$ cat config.mk
export PLATFORM = sky130hd
export DESIGN_NAME = switch_bank_debouncer
export DESIGN_NICKNAME = d
export VERILOG_FILES = /design/src/rtl/swdb_pkg.sv /design/src/rtl/swdb_step.sv /design/src/rtl/switch_bank_debouncer.sv
export VERILOG_INCLUDE_DIRS = /design/src /design/src/rtl
export SDC_FILE = /design/constraint.sdc
export NUM_CORES = 1
export LEC_CHECK = 0
export ABC_AREA = 1
export ABC_CLOCK_PERIOD_IN_PS = 4650
export BUFFER_PORTS_ARGS = -buffer_cell sky130_fd_sc_hd__buf_4
export CAP_MARGIN = 10
export CORE_AREA = 2 2 106 108
export CTS_CLUSTER_DIAMETER = 40
export DETAILED_ROUTE_END_ITERATION = 7
export DIE_AREA = 0 0 108 110
export GPL_ROUTABILITY_DRIVEN = 0
export GPL_TIMING_DRIVEN = 0
export PLACE_DENSITY = 0.86
export SLEW_MARGIN = 20
export SYNTH_ARGS = -nofsm -noshare
export SYNTH_HDL_FRONTEND = slang
export SYNTH_HIERARCHICAL = 1
export SYNTH_SLANG_ARGS = --single-unit
$ cat constraint.sdc
create_clock -name clk -period 4.65 [get_ports clk]
set_input_delay 0.6975 -clock clk [delete_from_list [all_inputs] [get_ports clk]]
set_output_delay 0.6975 -clock clk [all_outputs]
set_load 0.02 [all_outputs]
$ cat src/rtl/switch_bank_debouncer_macros.svh
// Assertion macros for the switch bank debouncer.
// Depends on signals named clk and rst_n in the module that uses them.
`ifndef SWITCH_BANK_DEBOUNCER_MACROS_SVH
`define SWITCH_BANK_DEBOUNCER_MACROS_SVH

`ifndef ASSERT_OFF

// Check an expression at every clock edge outside reset
`define SBD_ASSERT_ALWAYS(label, expr) \
    label: assert property (@(posedge clk) disable iff (!rst_n) (expr)) \
        else $error("switch_bank_debouncer: check failed");

// Check that a condition implies a consequence in the same cycle
`define SBD_ASSERT_IMPLIES(label, ante, cons) \
    label: assert property (@(posedge clk) disable iff (!rst_n) (ante) |-> (cons)) \
        else $error("switch_bank_debouncer: implication failed");

// Check that a condition implies a consequence in the next cycle
`define SBD_ASSERT_NEXT(label, ante, cons) \
    label: assert property (@(posedge clk) disable iff (!rst_n) (ante) |=> (cons)) \
        else $error("switch_bank_debouncer: next-cycle check failed");

`else

`define SBD_ASSERT_ALWAYS(label, expr)
`define SBD_ASSERT_IMPLIES(label, ante, cons)
`define SBD_ASSERT_NEXT(label, ante, cons)

`endif

`endif

$ cat src/rtl/swdb_pkg.sv
// Shared types and constants for the switch bank debouncer.
// No dependencies; used by swdb_step and switch_bank_debouncer.
package swdb_pkg;

    localparam int PIN_W        = 4;
    localparam int CNT_W        = 16;
    localparam int NUM_SWITCHES = 4;

    // Switches beyond the bank or beyond the pin field never read as pressed
    localparam logic [PIN_W-1:0] SWITCH_MASK =
        (NUM_SWITCHES >= PIN_W) ? {PIN_W{1'b1}} : PIN_W'((1 << NUM_SWITCHES) - 1);

    localparam logic [CNT_W-1:0] SETTLE_DELAY_RST = 16'd50;
    localparam logic [CNT_W-1:0] STABLE_COUNT_RST = 16'd100;
    localparam logic [CNT_W-1:0] CNT_MAX          = {CNT_W{1'b1}};

    // Configuration register indexes
    typedef logic [0:0] cfg_index_t;
    localparam cfg_index_t CFG_SETTLE_DELAY = 1'b0;
    localparam cfg_index_t CFG_STABLE_COUNT = 1'b1;

    typedef enum logic [1:0] {
        PH_IDLE   = 2'd0,
        PH_BLANK  = 2'd1,
        PH_SETTLE = 2'd2
    } phase_t;

    typedef struct packed {
        logic [PIN_W-1:0] debounced_mask;
        phase_t           phase;
        logic [CNT_W-1:0] blank_remaining;
        logic [PIN_W-1:0] candidate_mask;
        logic [CNT_W-1:0] run_length;
    } swdb_state_t;

    localparam swdb_state_t STATE_RST = '{
        debounced_mask:  '0,
        phase:           PH_IDLE,
        blank_remaining: '0,
        candidate_mask:  '0,
        run_length:      '0
    };

endpackage

$ cat src/rtl/swdb_step.sv
// Per-sample next-state logic of the debouncer: blanking, settling, change event.
// Depends on swdb_pkg.
module swdb_step
(
    input  swdb_pkg::swdb_state_t             state_cur,
    input  logic [swdb_pkg::PIN_W-1:0]        pin_levels,
    input  logic [swdb_pkg::CNT_W-1:0]        settle_delay,
    input  logic [swdb_pkg::CNT_W-1:0]        stable_count,
    output swdb_pkg::swdb_state_t             state_nxt,
    output logic                              changed
);

    logic [swdb_pkg::PIN_W-1:0] pressed;
    logic [swdb_pkg::CNT_W-1:0] blank_dec;
    logic [swdb_pkg::CNT_W-1:0] need;
    logic [swdb_pkg::CNT_W-1:0] run_base;
    logic [swdb_pkg::CNT_W-1:0] run_inc;

    // Active-low pins become pressed bits
    assign pressed = ~pin_levels & swdb_pkg::SWITCH_MASK;

    // Counter helpers
    assign blank_dec = (state_cur.blank_remaining != '0) ?
                       state_cur.blank_remaining - 1'b1 : state_cur.blank_remaining;
    assign need      = (stable_count == '0) ? swdb_pkg::CNT_W'(1) : stable_count;
    assign run_base  = (pressed != state_cur.candidate_mask) ? '0 : state_cur.run_length;
    assign run_inc   = (run_base < swdb_pkg::CNT_MAX) ? run_base + 1'b1 : run_base;

    // Advance the phase machine by one sample
    always_comb
    begin
        state_nxt = state_cur;
        changed   = 1'b0;
        unique case (state_cur.phase)
            swdb_pkg::PH_BLANK:
            begin
                state_nxt.blank_remaining = blank_dec;
                if (blank_dec == '0)
                begin
                    state_nxt.phase          = swdb_pkg::PH_SETTLE;
                    state_nxt.candidate_mask = '0;
                    state_nxt.run_length     = '0;
                end
            end
            swdb_pkg::PH_SETTLE:
            begin
                state_nxt.candidate_mask = pressed;
                state_nxt.run_length     = run_inc;
                if (run_inc >= need)
                begin
                    changed                  = (pressed != state_cur.debounced_mask);
                    state_nxt.debounced_mask = pressed;
                    state_nxt.phase          = swdb_pkg::PH_IDLE;
                    state_nxt.run_length     = '0;
                end
            end
            default:
            begin
                state_nxt.phase = swdb_pkg::PH_IDLE;
                if (pressed != state_cur.debounced_mask)
                begin
                    if (settle_delay == '0)
                    begin
                        state_nxt.phase          = swdb_pkg::PH_SETTLE;
                        state_nxt.candidate_mask = '0;
                        state_nxt.run_length     = '0;
                    end
                    else
                    begin
                        state_nxt.phase           = swdb_pkg::PH_BLANK;
                        state_nxt.blank_remaining = settle_delay;
                    end
                end
            end
        endcase
    end

endmodule

$ cat src/rtl/switch_bank_debouncer.sv
// Switch bank debouncer: samples pass from the input register through the step
// logic into the result register and wait in the input register on a stall.
// Throughput is one sample per cycle without stalls (single-pass step logic).
// Reset clears the debounce state to idle with nothing pressed and loads
// settle_delay = 50 and stable_count = 100; no result is pending after reset.
// Depends on swdb_pkg, swdb_step and switch_bank_debouncer_macros.svh.
`include "switch_bank_debouncer_macros.svh"

module switch_bank_debouncer
(
    input  logic                         clk,
    input  logic                         rst_n,

    input  logic                         in_valid,
    output logic                         in_ready,
    input  logic [swdb_pkg::PIN_W-1:0]   pin_levels,

    output logic                         out_valid,
    input  logic                         out_ready,
    output logic [swdb_pkg::PIN_W-1:0]   pressed_now,
    output logic                         changed,
    output logic [swdb_pkg::PIN_W-1:0]   pressed_before,

    input  logic                         cfg_valid,
    output logic                         cfg_ready,
    input  swdb_pkg::cfg_index_t         cfg_index,
    input  logic [swdb_pkg::CNT_W-1:0]   cfg_data
);

    logic [swdb_pkg::CNT_W-1:0] settle_delay_reg;
    logic [swdb_pkg::CNT_W-1:0] stable_count_reg;

    logic                       in_valid_reg;
    logic [swdb_pkg::PIN_W-1:0] pin_reg;

    swdb_pkg::swdb_state_t      state_reg;
    swdb_pkg::swdb_state_t      state_next;
    logic                       changed_next;

    logic                       out_valid_reg;
    logic [swdb_pkg::PIN_W-1:0] pressed_now_reg;
    logic                       changed_reg;
    logic [swdb_pkg::PIN_W-1:0] pressed_before_reg;

    logic                       out_load;
    logic                       step_fire;

    // Handshake: the result register frees when empty or when it transfers
    assign out_load  = !out_valid_reg || out_ready;
    assign step_fire = in_valid_reg && out_load;
    assign in_ready  = !in_valid_reg || out_load;
    assign cfg_ready = 1'b1;

    // Configuration registers
    always_ff @(posedge clk or negedge rst_n)
    begin
        if (!rst_n)
        begin
            settle_delay_reg <= swdb_pkg::SETTLE_DELAY_RST;
            stable_count_reg <= swdb_pkg::STABLE_COUNT_RST;
        end
        else if (cfg_valid && cfg_ready)
        begin
            unique case (cfg_index)
                swdb_pkg::CFG_SETTLE_DELAY: settle_delay_reg <= cfg_data;
                swdb_pkg::CFG_STABLE_COUNT: stable_count_reg <= cfg_data;
                default:                    ;
            endcase
        end
    end

    // Input register
    always_ff @(posedge clk or negedge rst_n)
    begin
        if (!rst_n)
            in_valid_reg <= 1'b0;
        else if (in_ready)
            in_valid_reg <= in_valid;
    end

    always_ff @(posedge clk)
    begin
        if (in_valid && in_ready)
            pin_reg <= pin_levels;
    end

    swdb_step u_step
    (
        .state_cur    (state_reg),
        .pin_levels   (pin_reg),
        .settle_delay (settle_delay_reg),
        .stable_count (stable_count_reg),
        .state_nxt    (state_next),
        .changed      (changed_next)
    );

    // Debounce state: advance once per sample
    always_ff @(posedge clk or negedge rst_n)
    begin
        if (!rst_n)
            state_reg <= swdb_pkg::STATE_RST;
        else if (step_fire)
            state_reg <= state_next;
    end

    // Result register
    always_ff @(posedge clk or negedge rst_n)
    begin
        if (!rst_n)
            out_valid_reg <= 1'b0;
        else if (out_load)
            out_valid_reg <= in_valid_reg;
    end

    always_ff @(posedge clk)
    begin
        if (step_fire)
        begin
            pressed_now_reg    <= state_next.debounced_mask;
            changed_reg        <= changed_next;
            pressed_before_reg <= state_reg.debounced_mask;
        end
    end

    assign out_valid      = out_valid_reg;
    assign pressed_now    = pressed_now_reg;
    assign changed        = changed_reg;
    assign pressed_before = pressed_before_reg;

    // A change event always reports two different masks, otherwise they match
    `SBD_ASSERT_IMPLIES(a_change_differs, out_valid && changed, pressed_now != pressed_before)
    `SBD_ASSERT_IMPLIES(a_nochange_equal, out_valid && !changed, pressed_now == pressed_before)
    // State only moves on a processed sample
    `SBD_ASSERT_NEXT(a_state_hold, !step_fire, $stable(state_reg))

endmodule
# [Word-level counts from Yosys, hierarchy flattened]
# Cells that the tools add are included.
[word_totals] register_bits=89 word_cells=62 output_inout_bits=12 input_bits=26
[classes] addsub=2 n_reduce_logical=19 eq_ne=7 n_lt_le_gt_ge=2 bitwise_logic=3 muxes=16
[op_table] op="$mux W16" n=6
[op_table] op="$logic_not A16 Y1" n=3
[op_table] op="$mux W20" n=2
[op_table] op="$pmux W20 S2" n=1
[op_table] op="$mux W38" n=1
[op_table] op="$pmux W16 S2" n=1
[op_table] op="$add A16 B1 Y16 const B" n=1
[op_table] op="$ge A16 B16 Y1" n=1
[op_table] op="$lt A16 B16 Y1 const B" n=1
[op_table] op="$reduce_bool A16 Y1" n=1
[op_table] op="$sub A16 B1 Y16 const B" n=1
[op_table] op="$ne A4 B4 Y1" n=2
[op_table] op="$reduce_and A4 Y1" n=2
[op_table] op="$mux W6" n=1
[op_table] op="$reduce_and A2 Y1" n=3
[op_table] op="$reduce_bool A3 Y1" n=2
[op_table] op="$mux W2" n=2
[op_table] op="$mux W4" n=1
[op_table] op="$ne A2 B1 Y1 const B" n=2
[op_table] op="$not A4 Y4" n=1
[op_table] op="$pmux W2 S2" n=1
[op_table] op="$reduce_and A3 Y1" n=1
[op_table] op="$eq A2 B1 Y1 const B" n=1
[op_table] op="$eq A2 B2 Y1 const B" n=1
[op_table] op="other kinds (6)" n=10

# [Depth between registers and ports, before layout]
# Gate-level depths: netlist of the first run.
[depth] word_depth=8 depth_mapped=29 depth_no_buf=28

# [By module]
# The synthesis of the first run kept the hierarchy.
[modules_own_cells] mod="switch_bank_debouncer" area_each_um2=3359.5 cells_per_inst=328 n_inst=1 seq_area_each_um2=2299.7
[modules_own_cells] mod="swdb_step" area_each_um2=3153.0 cells_per_inst=620 n_inst=1 seq_area_each_um2=0.0

# [Least setup slack after synthesis of the first run]
# OpenSTA, ideal clock, no wires.
[synth_path] path_type="reg-to-reg" from="register pin_reg[1] in the netlist's numbering" to="register state_reg[6] in the netlist's numbering" n_path_buf=1 path_slack_ns=1.148 t_required_ns=4.585 arrival_time_ns=3.437 synth_period_minus_slack_ns=3.502 setup_ns=0.065 stages_incl_launch_ff=26 path_cell_list="edfxtp_1 > nand2_1 > nand2_2 > nor2_4 > nand2_2 > nor2_1 > ha_1 > nand2_1 > nor2_2 > nand2_1 > nor2_4 > nand4_1 > and2_1 > ha_1 > nand2_1 > inv_1 > nand3_1 > inv_1 > a21oi_1 > nand3_1 > nor2_2 > buf_2 > a21oi_1 > a21oi_2 > nand3_1 > nand2_1"
[synth_lines] item="start, declared" line="switch_bank_debouncer.sv:34" source="logic [swdb_pkg::PIN_W-1:0] pin_reg;"
[synth_lines] item="start signal, assigned" line="switch_bank_debouncer.sv:84" source="pin_reg <= pin_levels;"
[synth_lines] item="end signal, assigned" line="switch_bank_debouncer.sv:101" source="state_reg <= swdb_pkg::STATE_RST;"
[synth_lines] item="end signal, assigned" line="switch_bank_debouncer.sv:103" source="state_reg <= state_next;"
[synth_lines] item="end, declared" line="switch_bank_debouncer.sv:36" source="swdb_pkg::swdb_state_t state_reg;"

==> results of run 1 <==
## cell usage after synthesis (5+ instances only)
cell	n
nand2_1	282
nand3_1	121
inv_1	113
dfrtp_1	70
nor2_1	62
o21ai_0	60
a21oi_1	51
ha_1	20
nand2_2	16
buf_2	15
clkbuf_1	14
edfxtp_1	13
nand4_1	11
o22ai_1	11
buf_6	9
nor2_4	9
nor2_2	8
dfstp_2	6
nand2_4	6
a21oi_2	5
nor4_1	5
xor2_1	5
## power by group through the flow
stage	combinational (mW)	sequential, mW	clock [mW]
finish	1.37	1.12	0.472
detailed placement	1.33	1.13	0
CTS	1.34	1.12	0.482
global placement	1.30	1.13	0
floorplan	1.02	1.09	0
global route	1.54	1.14	0.514
## stage by stage
| stage | std cells | instance area (um^2) |
|---|---|---|
| final | 1142 | 7150 |
| after global routing | 1142 | 7150 |
| after CTS | 1140 | 7120 |
| after detailed placement | 1124 | 6960 |
| after global placement | 1124 | 6960 |
| after floorplan | 948 | 6510 |
## cell families (layout without fill, tap and decap cells)
| kind of cell | after synthesis | after routing |
|---|---|---|
| AOI/OAI and AO/OA | 138 | 138 |
| xor gates and xnor gates | 9 | 9 |
| adders and majority gates | 20 | 20 |
| buffers and inverters | 159 | 213 |
| DFF | 89 | 89 |
| other | 1 | 1 |
| and+or+nand+nor | 532 | 532 |
## metal layers
| layer | part of all wire | wire length (um) | track usage |
|---|---|---|---|
| met1 | 0.43 | 7180 | 0.396 |
| met2 | 0.46 | 7750 | 0.475 |
| met3 | 0.073 | 1230 | 0.0535 |
| met4 | 0.036 | 609 | 0.134 |
| met5 | 0 | 0 | 0 |
## worst register-to-register path, delay by kind of cell, from the launching register on
kind | cells | cell delay [ns]
AND/OR/NAND/NOR | 21 | 2.76
flip-flops | 1 | 0.47
adder cells (fa/ha/maj) | 2 | 0.51
AO/OA/AOI/OAI | 1 | 0.17
buffers and inverters | 3 | 0.26
## worst paths after layout
kind | startpoint | endpoint | slack [ns] | depth (start not counted)
worst max-delay path | pin_reg[2]$_DFFE_PP_ | state_reg[0]$_DFFE_PN0P_ | 0.41 | 27
worst min-delay path | rst_n | state_reg[11]$_DFFE_PN0P_ | 0.46 | 1
worst max register to register | pin_reg[2]$_DFFE_PP_ | state_reg[0]$_DFFE_PN0P_ | 0.41 | 27
worst min register to register | settle_delay_reg[14]$_DFFE_PN0P_ | settle_delay_reg[14]$_DFFE_PN0P_ | 0.50 | 2
max in group asynchronous | rst_n | state_reg[22]$_DFFE_PN0P_ | 3.57 | 1
min in group clk | settle_delay_reg[14]$_DFFE_PN0P_ | settle_delay_reg[14]$_DFFE_PN0P_ | 0.50 | 2
## what timing repair did
action	CTS	global route
resized for setup	0	5
setup buffers	0	2
setup endpoints to repair	0	22
## cell type report
class                   count  area (um^2)
repair buffers             38          285
multi-input cells         700         3530
inverters                 117          439
clock buffers              11          131
flip-flops and latches     89         2300
well taps                 140          175
clock inverters             5         32.5
fillers                   938         3550
plain buffers              42          259
==> results.md, run 1 <==
- Status: complete, no violations
- Final Core Density: 0.668
- WHS: 0.465 ns
- Post-synthesis adder-cell area fraction: 0.0384
- Largest area contributor in the netlist: dfrtp_1
- Routed vias: 6491
- Combinational share of power: 0.463
- Slew of the pin with the lowest slew margin: 0.950 ns
- CTS tree: built
- Relative slew slack: 0.367
- Hpwl dp: 12.6 mm
- Layout cells sized above 1: 0.143
- Most common cell after layout, fill and taps aside: nand2_1
- CP delay by family, top: simple AND/OR/NAND/NOR gates
- DRT iter0 DRCs: 568
- Largest net degree at the start of global routing: 77
- CTS Buf Count: 9
- Critical Path Fanout Max: 8
- Cts-stage hold buffer count: 0
- Most used cell, CP: nand2_1
- Final period utilization: 0.911
- Synth Area in Compound Gates: 0.116
- Post-synthesis sequential area ratio: 0.353
- CP max-delay cell: edfxtp_1
- Top_reg_cell synth: dfrtp_1
- EDFF count, synth: 13
- Slew Viols, Final: 0
- Top-area cell type share of the netlist area: 0.269
- Dpl ws: 0.253 ns
- Slowest stage delay, CP: about 0.47 ns
- Vias in the first global route: 5890
- Post-Synth Simple-Gate Area: 0.373
- Net Count, Synth: about 990
- Synthesized area per cell: ~6.9 um^2
- Core footprint: 0.0107 mm^2
- Area contributors post-synth: dfrtp_1 (27%), nand2_1 (16%), nand3_1 (9.3%)
- Final Hold Viols: 0
- Max reg flops: 42
- Largest family of logic cells by synthesized area: simple AND/OR/NAND/NOR gates
- Yosys warning total: 6
- Clock transition at path regs: 0.09 ns
- Clock Latency Late Sink: roughly 0.37 ns
- Pleak: 3.72 nW
- Global route overflow: 0
- CP endpoint kind: flop
- Ports: 38
- Most frequent cells in the layout: nand2_1 (281), nand3_1 (120), inv_1 (113)
- Reg power frac: 0.378
- Pwr/cell area: ~410 mW/mm^2
- Drt wl/cell: 14.7 um
- Min Tclk post-route: 4.24 ns
- Setup TNS: 0 ns
- XOR/XNOR share of the synthesized area: 0.0121
- WS Path Type: flop to flop
- Gr usage total: 0.297
- DR pass1 iterations: 8
- Global-route wire length before repair: 27.7 mm
- Clock power share: 0.160
- DRC: 0
- F_max: 0.236 GHz
- Req. time, crit path: 4.95 ns
- Die height: 110 um
- Hold Crit Class: input pin to asynchronous set/reset pin
- # rows: 38
- CP Launch Type: flop
- RSZ-0062 raised after global routing: false
- Worst Skew: between 0.01 and 0.015 ns
- Distinct cells, synth: 42
- Initial antenna violation count: 0
- Maximum buffer depth of the clock tree: 2
- CTS sink cnt: 89
- N_diodes: 0
- Max VDD drop: 0.298 mV
- Worst Path Arrival: 4.54 ns
- Max Cap Violations: 0
- Initial core utilization: 0.609
- Psw: 1.37 mW
- Final setup margin: 0.413 ns
- I/O Buffers: 36
- CTS Root Cell: clkbuf_8
- Final WL: 16.8 mm
- Multiplexer share of the synthesized area: 0
- FF+latch count, synth: 89
- Internal power: approximately 1.6 mW
- Sw Share: 0.462
- CTS H-tree lvls: 3
- Routed Antenna Nets: 0
- Synth Instances: 948
- Ys async rst share: 0.854
- Total power: between 2 and 3 mW
- Die Area: 0.0119 mm^2
- Mapped Area: 0.00651 mm^2
- Die width: 108 um
- Vias per cell: 5.68
- Final number of setup-violating endpoints: 0
- Area growth from synthesis to layout: 9.78%
- Crit path buffers/inverters: 3
- Post-layout nets: 1043
Power figures use the tool's default switching activity.
==> run 2, diff against run 1 <==
--- a/config.mk
+++ b/config.mk
@@ -7,16 +7,16 @@
 export NUM_CORES = 1
 export LEC_CHECK = 0
 export ABC_AREA = 1
-export ABC_CLOCK_PERIOD_IN_PS = 4650
+export ABC_CLOCK_PERIOD_IN_PS = 5210
 export BUFFER_PORTS_ARGS = -buffer_cell sky130_fd_sc_hd__buf_4
 export CAP_MARGIN = 10
-export CORE_AREA = 2 2 106 108
+export CORE_AREA = 2 2 104 106
 export CTS_CLUSTER_DIAMETER = 40
 export DETAILED_ROUTE_END_ITERATION = 7
-export DIE_AREA = 0 0 108 110
+export DIE_AREA = 0 0 106 108
 export GPL_ROUTABILITY_DRIVEN = 0
 export GPL_TIMING_DRIVEN = 0
-export PLACE_DENSITY = 0.86
+export PLACE_DENSITY = 0.88
 export SLEW_MARGIN = 20
 export SYNTH_ARGS = -nofsm -noshare
 export SYNTH_HDL_FRONTEND = slang
==> constraint.sdc (replaced) <==
create_clock -name clk -period 5.21 [get_ports clk]
set_input_delay 0.7815 -clock clk [delete_from_list [all_inputs] [get_ports clk]]
set_output_delay 0.7815 -clock clk [all_outputs]
set_load 0.02 [all_outputs]
==> run 2 against run 1 <==
  * Setup slack gained 0.33 ns
  * Combinational power decreased by 10%
  * Final cell count is 0.53% lower
  * Die area is 3.6% lower
  * Non-clock buffer count shrank 2
  * Count of clock-buffer cells in the layout decreased by 2
  * Cell area hardly changed
  * Critical path type unchanged
  * Critical endpoint is now state_reg[5]$_DFFE_PN0P_
==> results.md, run 2 (synthesized netlist as in run 1, its figures left out) <==
- Max Cap Violations: 0
- Drt wl/cell: between 10 and 15 um
- Most frequent cells in the layout: nand2_1 (282), nand3_1 (121), inv_1 (113)
- Routed Antenna Nets: 0
- Core footprint: 0.0102 mm^2
- Status: complete, no violations
- Final number of setup-violating endpoints: 0
- Clock Latency Late Sink: 0.37 ns
- Total power: 2.72 mW
- Most common cell after layout, fill and taps aside: nand2_1
- F_max: ~0.22 GHz
- WS Path Type: flop to flop
- Final period utilization: 0.857
- CTS sink cnt: 89
- # rows: 37
- Sequential cell area: between 0.002 and 0.0025 mm^2
- Fill cell total of the finished layout: 893
- N_diodes: 0
- CTS Root Cell: clkbuf_8
- Post-DP Area: approximately 0.0070 mm^2
- Max reg flops: 42
- Clock transition at path regs: 0.10 ns
- Multi-input gate area: 0.00351 mm^2
- RSZ-0062 raised after global routing: false
- Post-CTS resize count: 0
- Layout cells sized above 1: 0.141
- DRC: 0
- Fin area: just over 0.007 mm^2
- DRT iter0 DRCs: ~640
- Die height: 108 um
- Slew Viols, Final: 0
- Final WL: about 17 mm
- Initial core utilization: 0.637
- Worst Path Arrival: 4.77 ns
- Critical Path Fanout Max: 10
- Pleak: 3.72 nW
- Max VDD drop: between 0.3 and 0.4 mV
- Relative slew slack: 0.356
- CP Launch Type: flop
- Postcts setup bufs: 0
- Slew of the pin with the lowest slew margin: 0.965 ns
- WHS: about 0.49 ns
- Min Tclk post-route: 4.46 ns
- CTS Buf Count: 9
- Maximum buffer depth of the clock tree: 2
- Final Hold Viols: 0
- Gr usage total: 0.304
- Vias per cell: 5.69
- CTS tree: built
- Setup TNS: 0 ns
- Initial antenna violation count: 0
- Routed vias: 6463
- I/O Buffers: 36
- Layout Cells excl Fill: 1136
- Die width: approximately 110 um
- CP endpoint kind: flop
- Area growth from synthesis to layout: 9.86%
- Req. time, crit path: 5.52 ns
- Cts-stage hold buffer count: 0
- Global route overflow: 0
- Worst Skew: between 0.01 and 0.015 ns
- Vias in the first global route: just under 6000
- Ports: 38
- CTS H-tree lvls: 3
- Hpwl dp: around 12 mm
- Post-layout nets: 1041
- Pwr/cell area: between 300 and 400 mW/mm^2
- DR pass1 iterations: 6
- Die Area: 0.0114 mm^2
- Largest net degree at the start of global routing: 77
- DP Cell Count: between 1000 and 1500
- Hold Crit Class: flop to flop
- Global-route wire length before repair: 27.8 mm
run 2: worst paths after layout:
check / start / to / slack [ns] / cells after the start
max: pin_reg[1]$_DFFE_PP_ / state_reg[5]$_DFFE_PN0P_ / 0.75 / 25
max reg2reg: pin_reg[1]$_DFFE_PP_ / state_reg[5]$_DFFE_PN0P_ / 0.75 / 25
min: settle_delay_reg[12]$_DFFE_PN0P_ / settle_delay_reg[12]$_DFFE_PN0P_ / 0.49 / 2
min in group asynchronous: rst_n / state_reg[10]$_DFFE_PN0P_ / 0.57 / 1
max in group asynchronous: rst_n / stable_count_reg[12]$_DFFE_PN0P_ / 4.03 / 1
min reg2reg: settle_delay_reg[12]$_DFFE_PN0P_ / settle_delay_reg[12]$_DFFE_PN0P_ / 0.49 / 2
run 2: routing by layer:
metal | GRT usage | wire [um] | part of all wire
met2 | 0.500 | 7560 | 0.45
met3 | 0.0398 | 1440 | 0.086
met5 | 0 | 0 | 0
met1 | 0.420 | 7180 | 0.43
met4 | 0.102 | 576 | 0.034
run 2: critical path, stage by stage, from the launching register on:
cell,delay (ns)
edfxtp_1,0.50
nand2_1,0.13
nand2_2,0.08
nor2_4,0.20
nand2_2,0.18
nor2_1,0.20
ha_1,0.22
nand2_1,0.07
nor2_2,0.17
nand2_1,0.15
nor2_4,0.18
nand4_1,0.11
and2_1,0.20
ha_1,0.29
nand2_1,0.07
inv_1,0.04
nand3_1,0.08
inv_1,0.04
a21oi_1,0.14
nand3_1,0.21
nor2_2,0.39
buf_2,0.29
a21oi_1,0.14
a21oi_2,0.15
nand3_1,0.08
nand2_1,0.07
run 2: cell type report:
class | count | share of cell area
Timing Repair Buffer | 36 | 0.0378
Sequential cell | 89 | 0.321
Inverter | 117 | 0.0614
Clock buffer | 9 | 0.0173
Buffer | 42 | 0.0362
Multi-Input combinational cell | 700 | 0.491
Tap cell | 136 | 0.0238
Clock inverter | 7 | 0.0108
run 2: per-stage QoR:
step,worst slack (ns),util
2_1_floorplan,1.71,-
3_3_place_gp,0.965,0.680
3_5_place_dp,0.917,0.680
4_1_cts,0.824,0.699
5_1_grt,0.344,0.699
6_report,0.747,0.699
run 2: power breakdown:
| part | switching (mW) | leakage (nW) | internal, mW | total [mW] |
|---|---|---|---|---|
| Clock | 0.265 | 0.0954 | 0.226 | 0.491 |
| Combinational | 0.818 | 2.53 | 0.412 | 1.23 |
| Sequential | 0.163 | 1.10 | 0.836 | 0.998 |
==> run 3, diff against run 2 <==
==> constraint.sdc (replaced) <==
create_clock -name clk -period 5.21 [get_ports clk]
set_input_delay 0 -clock clk [delete_from_list [all_inputs] [get_ports clk]]
set_output_delay 0 -clock clk [all_outputs]
set_load 0.02 [all_outputs]
==> run 3 against run 2 <==
  * Flip-flop and latch count unchanged
  * Combinational power barely moved
  * Sequential share of layout area down 1.1 points
  * Final cell count is 2.2% higher
  * Fmax rose by 0.90%
  * Utilization up 2.4 points
  * Clock power hardly changed
  * Via count up 2.0%
  * Total power increased by 0.73%
  * Routed wire length increased by 4.0%
  * Count of clock-buffer cells in the layout did not move
  * Critical path depth unchanged
==> results.md, run 3 (synthesized netlist as in run 1, its figures left out) <==
- Internal power: 1.49 mW
- Most frequent cells in the layout: nand2_1 (282), nand3_1 (121), inv_1 (113)
- CTS sink cnt: 89
- Slew Viols, Final: 0
- Hold Crit Class: input pin to flop
- Gr usage total: 0.317
- Largest net degree at the start of global routing: 77
- Max reg flops: 42
- Core footprint: 0.0102 mm^2
- Setup TNS: 0 ns
- Post-layout nets: around 1100
- Psw: between 1 and 1.5 mW
- Hpwl dp: 12.4 mm
- CTS H-tree lvls: 3
- Status: complete, no violations
- Pwr/cell area: 370 mW/mm^2
- Reg power frac: 0.365
- Die height: ~110 um
- Final Hold Viols: 0
- Total power: 2.74 mW
- Most common cell after layout, fill and taps aside: nand2_1
- I/O Buffers: 36
- DR pass1 iterations: 6
- Final WL: around 17 mm
- # rows: 37
- Min Tclk post-route: 4.42 ns
- CP Launch Type: flop
- N_diodes: 0
- Max VDD drop: 0.317 mV
- Worst Path Arrival: 4.74 ns
- Global-route wire length before repair: just under 30 mm
- Routed Antenna Nets: 0
- CP endpoint kind: flop
- Die Area: ~0.011 mm^2
- DRT iter0 DRCs: 570
- Ports: 38
- Layout cells sized above 1: 0.138
- Global route overflow: 0
- Combinational share of power: 0.455
- DRC: 0
- Drt wl/cell: approximately 15 um
- Pleak: around 3.8 nW
- Sw Share: 0.457
- WS Path Type: flop to flop
- Clock power share: 0.181
- CTS Buf Count: 9
- Relative slew slack: 0.349
- CTS tree: built
- CTS Root Cell: clkbuf_8
- Maximum buffer depth of the clock tree: 2
- Initial antenna violation count: 0
- Slew of the pin with the lowest slew margin: 0.977 ns
- Postcts setup bufs: 0
- Worst Skew: 0.0141 ns
- Critical Path Fanout Max: 10
- Clock transition at path regs: 0.10 ns
- Routed vias: between 6000 and 7000
- Req. time, crit path: around 5.5 ns
- RSZ-0062 raised after global routing: false
- Vias in the first global route: 6036
- F_max: 0.226 GHz
- Die width: 106 um
- Initial core utilization: 0.637
- Final period utilization: 0.849
- Vias per cell: 5.68
- Clock Latency Late Sink: 0.37 ns
- Area growth from synthesis to layout: 13.7%
- Final number of setup-violating endpoints: 0
- Max Cap Violations: 0
[run 3: cell types whose count changed in the layout (fill, tap and decap cells not counted)]
cell / change
dlygate4sd3_1: +25
[run 3: final cells by class]
type	instances	area, um^2
clock inverter	7	77.6
timing repair buffer	61	520
tap	136	170
inverter	117	439
buffer	42	259
sequential	89	2300
multi-input combinational	700	3510
clock buffer	9	124
fill	845	2830
[run 3: worst paths after layout]
| kind | start | slack (ns) | cells past startpoint | end |
|---|---|---|---|---|
| worst min register to register | settle_delay_reg[12]$_DFFE_PN0P_ | 0.49 | 2 | settle_delay_reg[12]$_DFFE_PN0P_ |
| worst max register to register | pin_reg[1]$_DFFE_PP_ | 0.79 | 25 | state_reg[5]$_DFFE_PN0P_ |
| max in group asynchronous | rst_n | 4.25 | 2 | stable_count_reg[12]$_DFFE_PN0P_ |
| min in group asynchronous | rst_n | 0.32 | 2 | state_reg[10]$_DFFE_PN0P_ |
| worst min-delay path | cfg_index | 0.03 | 5 | settle_delay_reg[6]$_DFFE_PN0P_ |
| worst max-delay path | pin_reg[1]$_DFFE_PP_ | 0.79 | 25 | state_reg[5]$_DFFE_PN0P_ |
[run 3: what timing repair did]
item | 4_1_cts | 5_1_grt
hold buffers | 25 | 0
resized for setup | 0 | 0
endpoints found under the hold margin | 106 | 0
[run 3: power groups by stage]
stage / clock, mW / combinational (mW) / sequential (mW)
2_1_floorplan: 0 / 0.912 / 0.971
3_3_place_gp: 0 / 1.16 / 1.01
3_5_place_dp: 0 / 1.18 / 1.01
4_1_cts: 0.494 / 1.21 / 0.995
5_1_grt: 0.527 / 1.38 / 1.02
6_report: 0.494 / 1.24 / 0.999
[run 3: worst max-delay path, stage by stage (launching register included)]
cell and delay, ns:
edfxtp_1 0.48, nand2_1 0.13, nand2_2 0.08, nor2_4 0.21, nand2_2 0.18, nor2_1 0.21, ha_1 0.22, nand2_1 0.07
nor2_2 0.17, nand2_1 0.15, nor2_4 0.19, nand4_1 0.11, and2_1 0.20, ha_1 0.29, nand2_1 0.07, inv_1 0.04
nand3_1 0.08, inv_1 0.04, a21oi_1 0.14, nand3_1 0.21, nor2_2 0.38, buf_2 0.28, a21oi_1 0.14, a21oi_2 0.15
nand3_1 0.08, nand2_1 0.07
[run 3: metal layers]
metal  GRT usage  part of all wire  up-vias
met5           0                 0        -
met4       0.105             0.033        0
met3      0.0410             0.078       50
met2       0.538              0.47      327
met1       0.425              0.42     3005
li1            -                 -     3213
[run 3: through the flow]
| stage | hold slack [ns] | worst slack [ns] | utilization | cells | instance area [um^2] |
|---|---|---|---|---|---|
| 2_1_floorplan | -0.296 | 1.71 | - | 948 | 6510 |
| 3_3_place_gp | 0.178 | 0.965 | 0.680 | 1120 | 6950 |
| 3_5_place_dp | 0.179 | 0.917 | 0.680 | 1120 | 6950 |
| 4_1_cts | 0.0298 | 0.824 | 0.724 | 1161 | 7400 |
| 5_1_grt | 0.0638 | 0.356 | 0.724 | 1161 | 7400 |
| 6_report | 0.0343 | 0.786 | 0.724 | 1161 | 7400 |
